File: src/rtl/core/lcws_pkg.sv
`timescale 1ns / 1ps
// Shared constants, operation and register codes and the controller state type
// for the load-cell weight and stability block. No dependencies.
package lcws_pkg;

	// Default geometry and scale factor.
	localparam int unsigned LCWS_WINDOW = 8;
	localparam logic [31:0] LCWS_DEFAULT_CPG = 32'd27525120;

	// Field widths fixed by the item format.
	localparam int unsigned OP_W = 2;
	localparam int unsigned RAW_W = 24;
	localparam int unsigned WEIGHT_W = 32;

	// The dividend is |raw - tare| * 100 (31 bits) shifted up by 16 bits.
	localparam int unsigned MAG_W = 31;
	localparam int unsigned DIV_BITS = MAG_W + 16;
	localparam int unsigned DIV_CNT_W = $clog2(DIV_BITS);

	// Operation codes of an input request.
	localparam logic [OP_W-1:0] OP_SAMPLE = 2'd0;
	localparam logic [OP_W-1:0] OP_TARE = 2'd1;
	localparam logic [OP_W-1:0] OP_RELOAD = 2'd2;

	// Register indexes of the configuration port.
	localparam logic [1:0] REG_CPG = 2'd0;
	localparam logic [1:0] REG_OFFSET = 2'd1;
	localparam logic [1:0] REG_TOL = 2'd2;
	localparam logic [1:0] REG_BAND = 2'd3;

	// Register reset values.
	localparam logic [15:0] TOL_RESET = 16'd50;
	localparam logic [15:0] BAND_RESET = 16'd25;

	// Saturation limits of the weight.
	localparam logic [WEIGHT_W-1:0] WEIGHT_MAX = 32'h7FFF_FFFF;
	localparam logic [WEIGHT_W-1:0] WEIGHT_MIN = 32'h8000_0000;

	// Controller states.
	typedef enum logic [2:0] {
		ST_IDLE,
		ST_PREP,
		ST_DIV,
		ST_WRITE,
		ST_SCAN,
		ST_CMP,
		ST_OUT
	} lcws_state_t;

endpackage

File: src/rtl/core/lcws_if.sv
`timescale 1ns / 1ps
// Valid/ready channel interfaces for the input and result requests of the
// load-cell weight block. Depends on lcws_pkg.
interface lcws_in_if;
	import lcws_pkg::*;

	logic valid;
	logic ready;
	logic [OP_W-1:0] op;
	logic signed [RAW_W-1:0] raw_reading;

	modport source (output valid, op, raw_reading, input ready);
	modport sink (input valid, op, raw_reading, output ready);
endinterface

interface lcws_out_if;
	import lcws_pkg::*;

	logic valid;
	logic ready;
	logic signed [WEIGHT_W-1:0] weight;
	logic stable;
	logic saturated;

	modport source (output valid, weight, stable, saturated, input ready);
	modport sink (input valid, weight, stable, saturated, output ready);
endinterface

File: src/rtl/core/load_cell_weight_stability_top.sv
`timescale 1ns / 1ps
// Load-cell tare, scale and stability detector with its configuration port.
// Depends on lcws_pkg and the channel interfaces in lcws_if.sv.
//
// Usage:
// - in_ch carries one request per averaged reading: op (sample, tare, reload)
//   and the signed 24-bit raw_reading. out_ch returns exactly one result per
//   request: weight in centigrams, stable and saturated.
// - A sample request takes a setup step, a bit-serial restoring divider (one
//   quotient bit per cycle), a step to store the weight, and, once the ring is
//   full, a sweep of the ring memory one entry per cycle for its minimum and
//   maximum and then a compare step. One request is in work at a time.
// - Tare and reload requests skip the divider and go straight to the output step, answering zero.
// - The result sits in an output register, so the next request is accepted
//   while a result still waits; a stalled receiver holds a finished request
//   in the last step until the output register frees up.
// - Reset clears the controller, the offset and the ring bookkeeping and loads
//   the register defaults. The ring memory itself is not cleared; entries are
//   read only after all of them were written since the last history clear.
// - The user must write registers over the APB port only while the block is idle; the block does not enforce it.
module load_cell_weight_stability_top #(
	parameter int unsigned WINDOW = lcws_pkg::LCWS_WINDOW,
	parameter logic [31:0] DEFAULT_COUNTS_PER_GRAM = lcws_pkg::LCWS_DEFAULT_CPG
) (
	input  logic clk,
	input  logic arst_n,
	lcws_in_if.sink in_ch,
	lcws_out_if.source out_ch,
	input  logic psel,
	input  logic penable,
	input  logic pwrite,
	input  logic [3:0] paddr,
	input  logic [31:0] pwdata,
	output logic [31:0] prdata,
	output logic pready
);
	import lcws_pkg::*;

	localparam int unsigned PTR_W = $clog2(WINDOW);
	localparam int unsigned CNT_W = $clog2(WINDOW + 1);

	// Configuration registers.
	logic [31:0] cpg_q;
	logic signed [RAW_W-1:0] offset_q;
	logic [15:0] tol_q;
	logic [15:0] band_q;

	// Controller and bookkeeping.
	lcws_state_t st_q, st_next;
	logic signed [RAW_W-1:0] tare_q;
	logic [PTR_W-1:0] wp_q;
	logic [CNT_W-1:0] fill_q;
	logic [CNT_W-1:0] sc_q;
	logic [DIV_CNT_W-1:0] div_cnt_q;

	// Datapath registers.
	logic signed [RAW_W-1:0] raw_q;
	logic neg_q;
	logic [DIV_BITS-1:0] quo_q;
	logic [31:0] rem_q;
	logic [31:0] div_q;
	logic signed [WEIGHT_W-1:0] lo_q, hi_q, rd_q;
	logic signed [WEIGHT_W-1:0] wk_weight_q;
	logic wk_stable_q, wk_sat_q;

	// Output register.
	logic res_valid_q;
	logic signed [WEIGHT_W-1:0] res_weight_q;
	logic res_stable_q, res_sat_q;

	// Ring memory.
	logic signed [WEIGHT_W-1:0] ring_mem [WINDOW];

	// Control decoded from the state.
	logic in_acc, cfg_we, mem_we, load_out, full_now, zero_op;
	logic [PTR_W-1:0] rd_addr;

	// Combinational datapath values.
	logic signed [RAW_W:0] diff;
	logic [RAW_W:0] mag;
	logic [31:0] prod;
	logic [32:0] trial;
	logic ge;
	logic sat;
	logic [31:0] wmag;
	logic signed [WEIGHT_W-1:0] w_val;
	logic [32:0] spread;

	assign pready = 1'b1;
	assign cfg_we = psel && penable && pwrite;
	assign in_acc = in_ch.valid && in_ch.ready;
	assign zero_op = (in_ch.op == OP_TARE) || (in_ch.op == OP_RELOAD);
	assign full_now = (fill_q == CNT_W'(WINDOW - 1)) || (fill_q == CNT_W'(WINDOW));

	assign out_ch.valid = res_valid_q;
	assign out_ch.weight = res_weight_q;
	assign out_ch.stable = res_stable_q;
	assign out_ch.saturated = res_sat_q;

	// Register write port.
	always_ff @(posedge clk or negedge arst_n) begin
		if (!arst_n) begin
			cpg_q <= '0;
			offset_q <= '0;
			tol_q <= TOL_RESET;
			band_q <= BAND_RESET;
		end else if (cfg_we) begin
			unique case (paddr[3:2])
				REG_CPG: cpg_q <= pwdata;
				REG_OFFSET: offset_q <= pwdata[RAW_W-1:0];
				REG_TOL: tol_q <= pwdata[15:0];
				REG_BAND: band_q <= pwdata[15:0];
			endcase
		end
	end

	// Register read port.
	always_comb begin
		unique case (paddr[3:2])
			REG_CPG: prdata = cpg_q;
			REG_OFFSET: prdata = {{(32 - RAW_W){offset_q[RAW_W-1]}}, offset_q};
			REG_TOL: prdata = {16'b0, tol_q};
			REG_BAND: prdata = {16'b0, band_q};
		endcase
	end

	// Next-state logic.
	always_comb begin
		st_next = st_q;
		unique case (st_q)
			ST_IDLE: begin
				if (in_acc) begin
					st_next = zero_op ? ST_OUT : ST_PREP;
				end
			end
			ST_PREP: st_next = ST_DIV;
			ST_DIV: begin
				if (div_cnt_q == '0) begin
					st_next = ST_WRITE;
				end
			end
			ST_WRITE: st_next = full_now ? ST_SCAN : ST_OUT;
			ST_SCAN: begin
				if (sc_q == CNT_W'(WINDOW)) begin
					st_next = ST_CMP;
				end
			end
			ST_CMP: st_next = ST_OUT;
			ST_OUT: begin
				if (load_out) begin
					st_next = ST_IDLE;
				end
			end
			default: st_next = ST_IDLE;
		endcase
	end

	// Control outputs of the controller.
	always_comb begin
		in_ch.ready = (st_q == ST_IDLE);
		mem_we = (st_q == ST_WRITE);
		load_out = (st_q == ST_OUT) && (!res_valid_q || out_ch.ready);
	end

	always_ff @(posedge clk or negedge arst_n) begin
		if (!arst_n) begin
			st_q <= ST_IDLE;
		end else begin
			st_q <= st_next;
		end
	end

	// Offset difference, magnitude and scaling by 100.
	always_comb begin
		diff = {raw_q[RAW_W-1], raw_q} - {tare_q[RAW_W-1], tare_q};
		mag = diff[RAW_W] ? (~diff + 1'b1) : diff;
		prod = 32'(mag) * 32'd100;
	end

	// One restoring division step: compare the shifted remainder with the divisor.
	always_comb begin
		trial = {rem_q, quo_q[DIV_BITS-1]};
		ge = (trial >= {1'b0, div_q});
	end

	// Clamp to 32 bits, restore the sign and apply the zero band.
	always_comb begin
		if (neg_q) begin
			sat = (quo_q > DIV_BITS'(WEIGHT_MIN));
		end else begin
			sat = (quo_q[DIV_BITS-1:31] != '0);
		end
		if (sat) begin
			wmag = neg_q ? WEIGHT_MIN : WEIGHT_MAX;
		end else begin
			wmag = quo_q[31:0];
		end
		if (quo_q < DIV_BITS'(band_q)) begin
			w_val = '0;
		end else begin
			w_val = neg_q ? -$signed(wmag) : $signed(wmag);
		end
	end

	// Ring sweep address and window spread.
	assign rd_addr = (sc_q < CNT_W'(WINDOW)) ? sc_q[PTR_W-1:0] : '0;
	assign spread = {hi_q[WEIGHT_W-1], hi_q} - {lo_q[WEIGHT_W-1], lo_q};

	// Ring memory: one write and one registered read per cycle.
	always_ff @(posedge clk) begin
		if (mem_we) begin
			ring_mem[wp_q] <= w_val;
		end
		rd_q <= ring_mem[rd_addr];
	end

	// Offset, ring bookkeeping and sequencing counters.
	always_ff @(posedge clk or negedge arst_n) begin
		if (!arst_n) begin
			tare_q <= '0;
			wp_q <= '0;
			fill_q <= '0;
			sc_q <= '0;
			div_cnt_q <= '0;
		end else begin
			if ((st_q == ST_IDLE) && in_acc && zero_op) begin
				tare_q <= (in_ch.op == OP_TARE) ? in_ch.raw_reading : offset_q;
				wp_q <= '0;
				fill_q <= '0;
			end
			if (st_q == ST_PREP) begin
				div_cnt_q <= DIV_CNT_W'(DIV_BITS - 1);
			end else if (st_q == ST_DIV) begin
				div_cnt_q <= div_cnt_q - 1'b1;
			end
			if (st_q == ST_WRITE) begin
				wp_q <= (wp_q == PTR_W'(WINDOW - 1)) ? '0 : wp_q + 1'b1;
				if (fill_q != CNT_W'(WINDOW)) begin
					fill_q <= fill_q + 1'b1;
				end
				sc_q <= '0;
			end else if (st_q == ST_SCAN) begin
				sc_q <= sc_q + 1'b1;
			end
		end
	end

	// Working datapath: operands, bit-serial divider and min/max sweep.
	always_ff @(posedge clk) begin
		if (in_acc) begin
			raw_q <= in_ch.raw_reading;
			wk_weight_q <= '0;
			wk_stable_q <= 1'b0;
			wk_sat_q <= 1'b0;
		end
		unique case (st_q)
			ST_PREP: begin
				neg_q <= diff[RAW_W];
				quo_q <= {prod[MAG_W-1:0], 16'b0};
				rem_q <= '0;
				div_q <= (cpg_q == '0) ? DEFAULT_COUNTS_PER_GRAM : cpg_q;
			end
			ST_DIV: begin
				rem_q <= ge ? 32'(trial - {1'b0, div_q}) : trial[31:0];
				quo_q <= {quo_q[DIV_BITS-2:0], ge};
			end
			ST_WRITE: begin
				wk_weight_q <= w_val;
				wk_sat_q <= sat;
				wk_stable_q <= 1'b0;
			end
			ST_SCAN: begin
				if (sc_q == CNT_W'(1)) begin
					lo_q <= rd_q;
					hi_q <= rd_q;
				end else if (sc_q != '0) begin
					if (rd_q < lo_q) begin
						lo_q <= rd_q;
					end
					if (rd_q > hi_q) begin
						hi_q <= rd_q;
					end
				end
			end
			ST_CMP: wk_stable_q <= (spread <= {17'b0, tol_q});
			default: begin
			end
		endcase
	end

	// Output register: loads a finished result, frees when the receiver takes it.
	always_ff @(posedge clk or negedge arst_n) begin
		if (!arst_n) begin
			res_valid_q <= 1'b0;
		end else if (load_out) begin
			res_valid_q <= 1'b1;
		end else if (out_ch.ready) begin
			res_valid_q <= 1'b0;
		end
	end

	always_ff @(posedge clk) begin
		if (load_out) begin
			res_weight_q <= wk_weight_q;
			res_stable_q <= wk_stable_q;
			res_sat_q <= wk_sat_q;
		end
	end

	// The fill count never runs past the ring depth.
	a_fill_bound: assert property (@(posedge clk) disable iff (!arst_n)
		fill_q <= CNT_W'(WINDOW))
		else $error("fill count beyond ring depth");

	// A tare or reload request clears the ring history.
	a_clear_history: assert property (@(posedge clk) disable iff (!arst_n)
		(in_acc && zero_op) |=> (fill_q == '0) && (wp_q == '0))
		else $error("history not cleared by tare or reload");

	// A stable result comes only from a full ring.
	a_stable_full: assert property (@(posedge clk) disable iff (!arst_n)
		(load_out && wk_stable_q) |-> (fill_q == CNT_W'(WINDOW)))
		else $error("stable result from a partly filled ring");

	// A saturated result carries one of the two limits.
	a_sat_limit: assert property (@(posedge clk) disable iff (!arst_n)
		(res_valid_q && res_sat_q) |->
			((res_weight_q == WEIGHT_MAX) || (res_weight_q == WEIGHT_MIN)))
		else $error("saturated weight is not a limit");

endmodule
File: src/flat_wrapper.sv
// flat-port wrapper written by rule: the top's interface ports become plain ports
module load_cell_weight_stability_top_flat import lcws_pkg::*;
#(
	parameter int unsigned WINDOW = lcws_pkg::LCWS_WINDOW,
	parameter logic [31:0] DEFAULT_COUNTS_PER_GRAM = lcws_pkg::LCWS_DEFAULT_CPG
)
  (clk, arst_n, psel, penable, pwrite, paddr, pwdata, prdata, pready, in_ch_valid, in_ch_op, in_ch_raw_reading, in_ch_ready, out_ch_valid, out_ch_weight, out_ch_stable, out_ch_saturated, out_ch_ready);
  lcws_in_if in_ch_i ();
  lcws_out_if out_ch_i ();
  input  logic clk;
  input  logic arst_n;
  input  logic psel;
  input  logic penable;
  input  logic pwrite;
  input  logic [3:0] paddr;
  input  logic [31:0] pwdata;
  output logic [31:0] prdata;
  output logic pready;
  input wire logic [$bits(in_ch_i.valid)-1:0] in_ch_valid;
  input wire logic [$bits(in_ch_i.op)-1:0] in_ch_op;
  input wire logic [$bits(in_ch_i.raw_reading)-1:0] in_ch_raw_reading;
  output wire logic [$bits(in_ch_i.ready)-1:0] in_ch_ready;
  output wire logic [$bits(out_ch_i.valid)-1:0] out_ch_valid;
  output wire logic [$bits(out_ch_i.weight)-1:0] out_ch_weight;
  output wire logic [$bits(out_ch_i.stable)-1:0] out_ch_stable;
  output wire logic [$bits(out_ch_i.saturated)-1:0] out_ch_saturated;
  input wire logic [$bits(out_ch_i.ready)-1:0] out_ch_ready;
  assign in_ch_i.valid = in_ch_valid;
  assign in_ch_i.op = in_ch_op;
  assign in_ch_i.raw_reading = in_ch_raw_reading;
  assign in_ch_ready = in_ch_i.ready;
  assign out_ch_valid = out_ch_i.valid;
  assign out_ch_weight = out_ch_i.weight;
  assign out_ch_stable = out_ch_i.stable;
  assign out_ch_saturated = out_ch_i.saturated;
  assign out_ch_i.ready = out_ch_ready;
  load_cell_weight_stability_top #(.WINDOW(WINDOW), .DEFAULT_COUNTS_PER_GRAM(DEFAULT_COUNTS_PER_GRAM)) u_core (.clk(clk), .arst_n(arst_n), .in_ch(in_ch_i), .out_ch(out_ch_i), .psel(psel), .penable(penable), .pwrite(pwrite), .paddr(paddr), .pwdata(pwdata), .prdata(prdata), .pready(pready));
endmodule
File: config.mk
export PLATFORM = sky130hd
export DESIGN_NAME = load_cell_weight_stability_top_flat
export DESIGN_NICKNAME = d
export VERILOG_FILES = /design/src/rtl/core/lcws_pkg.sv /design/src/rtl/core/lcws_if.sv /design/src/rtl/core/load_cell_weight_stability_top.sv /design/src/flat_wrapper.sv
export SDC_FILE = /design/constraint.sdc
export NUM_CORES = 1
export LEC_CHECK = 0
export ABC_AREA = 0
export BUFFER_PORTS_ARGS = -buffer_cell sky130_fd_sc_hd__buf_2
export CAP_MARGIN = 20
export CORE_MARGIN = 5
export CORE_UTILIZATION = 60
export CTS_CLUSTER_DIAMETER = 80
export DETAILED_ROUTE_END_ITERATION = 10
export HOLD_SLACK_MARGIN = 0.08
export PLACE_DENSITY = 0.78
export SYNTH_ARGS = -nofsm -noshare
export SYNTH_HDL_FRONTEND = slang
export SYNTH_SLANG_ARGS = --single-unit
File: constraint.sdc
create_clock -name clk -period 9.8 [get_ports clk]
set_input_delay 0.98 -clock clk [delete_from_list [all_inputs] [get_ports clk]]
set_output_delay 0.98 -clock clk [all_outputs]
set_load 0.01 [all_outputs]
==> results of run 1 <==
-- metal layers --
layer  vias up  track usage [%]
met3       138            5.592
li1      11804                -
met5         -                0
met1     12684            40.03
met2      1149            42.85
met4         4            7.646
-- layout make-up --
type,instances,area share [%]
clock inverters,27,0.9040
multi-input cells,2033,39.38
well taps,837,2.522
diodes,3,0.01808
inverters,286,2.586
repair buffers,175,2.426
flip-flops and latches,689,47.48
clock buffers,100,4.689
-- sequential cells by signal (all words and copies together), names as in the netlist, 32 cells and up --
signal and cells:
u_core.ring_mem 256, u_core.quo_q 47, u_core.cpg_q 32, u_core.div_q 32, u_core.hi_q 32, u_core.lo_q 32, u_core.out_ch.weight 32, u_core.rd_q 32
u_core.rem_q 32, u_core.wk_weight_q 32
-- worst max path at each step --
stage                                from          endpoint  slack, ns  cells past startpoint
after floorplan           u_core.raw_q[2]  u_core.quo_q[45]       2.89                     28
after global placement    u_core.raw_q[2]  u_core.quo_q[46]       2.04                     27
after detailed placement  u_core.raw_q[2]  u_core.quo_q[46]       1.95                     27
after CTS                 u_core.raw_q[0]  u_core.quo_q[46]       1.91                     29
after global routing      u_core.raw_q[0]  u_core.quo_q[46]       1.27                     29
final                     u_core.raw_q[0]  u_core.quo_q[46]       1.77                     29
-- Yosys cell counts, types with 7 or more instances --
library cell	number	share of area (%)
a2111oi_0	12	0.28
a211oi_1	26	0.52
a21o_1	56	1.1
a21oi_1	149	2.0
a22o_1	7	0.16
a31oi_1	23	0.38
and2_1	14	0.23
and3_1	27	0.45
buf_1	17	0.17
clkbuf_1	120	1.2
dfrtp_1	127	8.5
dfxtp_1	32	1.7
edfxtp_1	524	42
fa_1	23	1.2
ha_1	270	9.0
inv_1	286	2.9
mux2_2	109	3.3
mux2i_1	64	1.7
mux4_2	80	4.8
nand2_1	184	1.8
nand2b_1	44	0.73
nand3_1	43	0.57
nand4_1	28	0.47
nor2_1	206	2.1
nor2b_1	46	0.77
nor3_1	66	0.88
nor3b_1	11	0.22
nor4_1	27	0.45
o2111ai_1	11	0.26
o211ai_1	9	0.18
o21a_1	21	0.42
o21ai_0	157	2.1
o21bai_1	14	0.28
o22a_1	12	0.28
o31ai_1	29	0.58
or2_2	13	0.22
or3_1	14	0.23
or4_1	13	0.26
xnor2_1	65	1.5
xor2_1	53	1.2
-- kinds of logic after synthesis --
logic type	synth area share, %
and+or+nand+nor	10.16
DFF	52.42
AOI/OAI and AO/OA	10.35
buffers and inverters	4.355
adders and majority gates	10.21
muxes	9.758
xor gates and xnor gates	2.748
other	0.009972
-- critical path, delay by kind of cell (launching register included) --
family / cells / cell delay [ns]
AOI/OAI and AO/OA: 11 / 3.55
DFF: 1 / 0.37
adders and majority gates: 6 / 1.83
xor gates and xnor gates: 2 / 0.43
buffers and inverters: 4 / 0.52
and+or+nand+nor: 6 / 1.04
-- per-stage QoR --
| stage | instance area, µm² | utilization [%] | instances | hold WS, ns |
|---|---|---|---|---|
| 2_1_floorplan | 37610 | - | 3153 | 0.4003 |
| 5_1_grt | 41520 | 67.03 | 4149 | 0.4041 |
| 4_1_cts | 41470 | 66.95 | 4144 | 0.3713 |
| 3_5_place_dp | 39140 | 63.20 | 4017 | 0.4045 |
| 3_3_place_gp | 39130 | 63.18 | 4015 | 0.4058 |
| 6_report | 41520 | 67.04 | 4150 | 0.3702 |
==> results.tsv, run 1 <==
stage	metric	value	unit
run_status	outcome	completed	
setup_path	r2r_end	u_core.quo_q[46]	
drt	vias_per_cell	6.212	
synth	async_reset_ff_share	19.30	%
drt	drtIter0Drc	2650	
setup_path	slowest_stage	o31ai_1	
die	die_y	260.4	µm
placed_design	gp_congestion	0.8721	
synth	ys_seq_elements	689	
setup_path	cp.required	10.14	ns
global_routing	overflow	0	
drt	ant_nets	0	
placed_design	dpl.hpwl	63660	µm
drt	vias	25779	
global_routing	track_usage	27.54	%
clock_network	clock_sinks	689	
clock_network	postCtsHoldBufs	0	
die	top_level_ports	138	
setup_path	reg2reg_from	u_core.raw_q[0]	
job	drv_cap	0	
timing	min_period	8.033	ns
worst_hold_path	hold_class	in2async	
timing	fmax	124.5	MHz
timing	rsz0062_at_grt	false	
synth	netlist_area	0.03761	mm²
drt	wl_per_cell	22.71	µm
clock_network	post_cts_resized	0	
global_routing	grt_pass1_wl	146200	µm
setup_path	max_stage_delay	0.70	ns
timing	finalHoldViolations	0	
die	rows	91	
timing	setup_slack	1.767	ns
drt	postRouteWirelength	94260	µm
synth	avgSynthCellArea	11.93	µm²
layout	drive_gt1_share	15.86	%
drt	drt-met1-wl	40280	µm
placed_design	dp_slack	1.955	ns
timing	fin_tns_setup	0	ns
clock_network	clkLatencyLatePin	0.62	ns
layout	regArea	0.01971	mm²
clock_network	clockBufferDepth	3	
layout	fillers	4351	
synth	ys_warn_count	0	
die	die_x	260.4	µm
setup_path	worstRegToRegCells	29	
drt	wl_met2	43060	µm
timing	drv_slew	0	
synth	syn_inst	3153	
timing	worst_pin_slew	1.071	ns
drt	top_layer	met5	
setup_path	path_class	reg2reg	
drt	wl_met3	8570	µm
die	die_area	0.06778	mm²
global_routing	grt_max_degree	80	
global_routing	grt_pass1_vias	25455	
synth	syn-num-nets	3515	
clock_network	cts_buffers	71	
clock_network	cts_setup_buffers	0	
timing	setup_viol	0	
setup_path	r2r_slack	1.77	ns
clock_network	cts_root_buffer	clkbuf_16	
clock_network	tritoncts	built	
setup_path	end_kind	flip-flop	
setup_path	critPathArrivalTime	8.37	ns
layout	final_common_cell	edfxtp_1	
drt	first_pass_iters	6	
synth	yosysUniqueCellTypes	90	
timing	fin_crit_sh	81.97	%
global_routing	grt_antenna_before_repair	8	
layout	areaGrowthSynthToFinish	10.41	%
clock_network	clkSlewWorstSetupHoldPaths	0.06	ns
timing	slew_headroom	28.03	%
placed_design	io_buffers	134	
timing	clock_skew	0.01801	ns
die	core	0.06194	mm²
layout	multiInputGateArea	0.01635	mm²
setup_path	start_kind	flip-flop	
layout	layout.nets	3618	
synth	yosysSeqAreaShare	52.42	%
setup_path	crit_fanout	18	
clock_network	cts_htree_levels	3	
die	start_util	60.71	%
drt	post-route-drc-count	0	
synth	synthFlopType	edfxtp_1	
synth	synth_edf_count	524	
layout	layout_common_cells	524 x edfxtp_1, 286 x inv_1, 270 x ha_1	
Power of run 1 is not shown: default switching activity piles up to over one toggle a cycle in this logic, so the estimate is an artifact.
==> inputs of run 2 (changes only) <==
==> constraint.sdc (replaced) <==
create_clock -name clk -period 8.19 [get_ports clk]
set_input_delay 0.819 -clock clk [delete_from_list [all_inputs] [get_ports clk]]
set_output_delay 0.819 -clock clk [all_outputs]
set_load 0.01 [all_outputs]
==> results.tsv, run 2 (synthesis gave the netlist of run 1 again) <==
stage	metric	value	unit
clock_network	clock_sinks	689	
placed_design	io_buffers	134	
timing	rsz0062_at_grt	false	
setup_path	critPathArrivalTime	7.86	ns
setup_path	cp.required	8.52	ns
setup_path	slowest_stage	o311ai_0	
worst_hold_path	hold_class	in2async	
drt	vias	25986	
drt	postRouteWirelength	94940	µm
layout	layout.nets	3620	
drt	ant_nets	0	
timing	slew_headroom	22.33	%
drt	post-route-drc-count	0	
placed_design	gp_congestion	0.8922	
global_routing	overflow	0	
timing	finalHoldViolations	0	
run_status	outcome	completed	
setup_path	crit_fanout	18	
timing	drv_slew	0	
layout	layout_common_cells	524 x edfxtp_1, 286 x inv_1, 270 x ha_1	
drt	vias_per_cell	6.247	
layout	fillers	4415	
clock_network	postCtsHoldBufs	0	
timing	setup_viol	0	
layout	drive_gt1_share	16.33	%
setup_path	max_stage_delay	0.61	ns
drt	wl_per_cell	22.82	µm
clock_network	cts_buffers	73	
placed_design	dp_cells	4018	
drt	first_pass_iters	9	
timing	fmax	132.7	MHz
die	start_util	60.71	%
global_routing	grt_antenna_before_repair	6	
die	core	0.06194	mm²
layout	areaGrowthSynthToFinish	10.70	%
timing	clock_skew	0.04458	ns
setup_path	end_kind	flip-flop	
global_routing	track_usage	28.03	%
setup_path	path_class	reg2reg	
layout	largest_reg_flops	256	
placed_design	dpl.hpwl	64010	µm
setup_path	r2r_slack	0.66	ns
clock_network	clockBufferDepth	3	
global_routing	grt_pass1_wl	148700	µm
clock_network	cts_htree_levels	3	
clock_network	post_cts_resized	0	
setup_path	start_kind	flip-flop	
clock_network	clkSlewWorstSetupHoldPaths	0.06	ns
clock_network	tritoncts	built	
placed_design	dp_slack	0.7006	ns
global_routing	grt_max_degree	83	
setup_path	cpMostUsedCell	ha_1	
timing	fin_crit_sh	92.00	%
job	drv_cap	0	
layout	final_cell_count_no_fill	4160	
layout	final_common_cell	edfxtp_1	
layout	top_register	u_core.ring_mem	
die	top_level_ports	138	
die	rows	91	
global_routing	grt_pass1_vias	25931	
die	die_x	260.4	µm
setup_path	critPathLaunch	u_core.raw_q[5]	
die	die_area	0.06778	mm²
timing	fin_tns_setup	0	ns
layout	biggestRegsByFlops	u_core.ring_mem: 256 flops, u_core.quo_q: 47 flops	
drt	drtIter0Drc	2904	
setup_path	reg2reg_from	u_core.raw_q[5]	
clock_network	cts_setup_buffers	0	
timing	min_period	7.535	ns
clock_network	clkLatencyLatePin	0.64	ns
timing	setup_slack	0.6554	ns
die	die_y	260.4	µm
timing	worst_pin_slew	1.156	ns
clock_network	cts_root_buffer	clkbuf_16	
-- run 2: final timing paths --
kind / to / cells after the start
max in group asynchronous: u_core.sc_q[2] / 2
worst max register to register: u_core.quo_q[46] / 27
worst max-delay path: u_core.quo_q[46] / 27
worst min register to register: u_core.out_ch.weight[2] / 0
min in group clk: u_core.raw_q[12] / 1
worst min-delay path: u_core.tare_q[20] / 1
-- run 2: metrics by stage --
| step | utilization [%] | instance area, µm² | hold WS, ns |
|---|---|---|---|
| after floorplan | - | 37610 | 0.4003 |
| after global placement | 63.21 | 39150 | 0.4061 |
| after detailed placement | 63.21 | 39150 | 0.4055 |
| after CTS | 67.15 | 41590 | 0.2567 |
| after global routing | 67.20 | 41630 | 0.2908 |
| final | 67.21 | 41630 | 0.2337 |
-- run 2: cell type report --
cell class / count / area (µm²) / area share (%)
clock inverters: 46 / 455.4 / 1.094
clock buffers: 90 / 1982 / 4.761
flip-flops and latches: 689 / 19710 / 47.35
multi-input cells: 2033 / 16350 / 39.28
well taps: 837 / 1047 / 2.516
repair buffers: 175 / 997.2 / 2.395
inverters: 286 / 1074 / 2.579
diodes: 4 / 10.01 / 0.02404
-- run 2: routing by layer --
metal / vias up / track usage (%) / share of wire, %
met5: - / 0 / 0.042
met4: 6 / 8.864 / 3.1
met3: 188 / 5.631 / 8.8
met2: 1226 / 43.90 / 46
met1: 12737 / 40.06 / 42
li1: 11829 / - / -
-- run 2: critical path: cells and delay by family (launching register included) --
| kind | cells | cell delay [ns] |
|---|---|---|
| compound gates | 11 | 3.19 |
| simple gates | 6 | 1.17 |
| xor+xnor | 2 | 0.42 |
| buf+inv | 3 | 0.28 |
| flops | 1 | 0.37 |
| fa+ha+maj | 5 | 1.83 |
Power of run 2 is left out for the same reason.
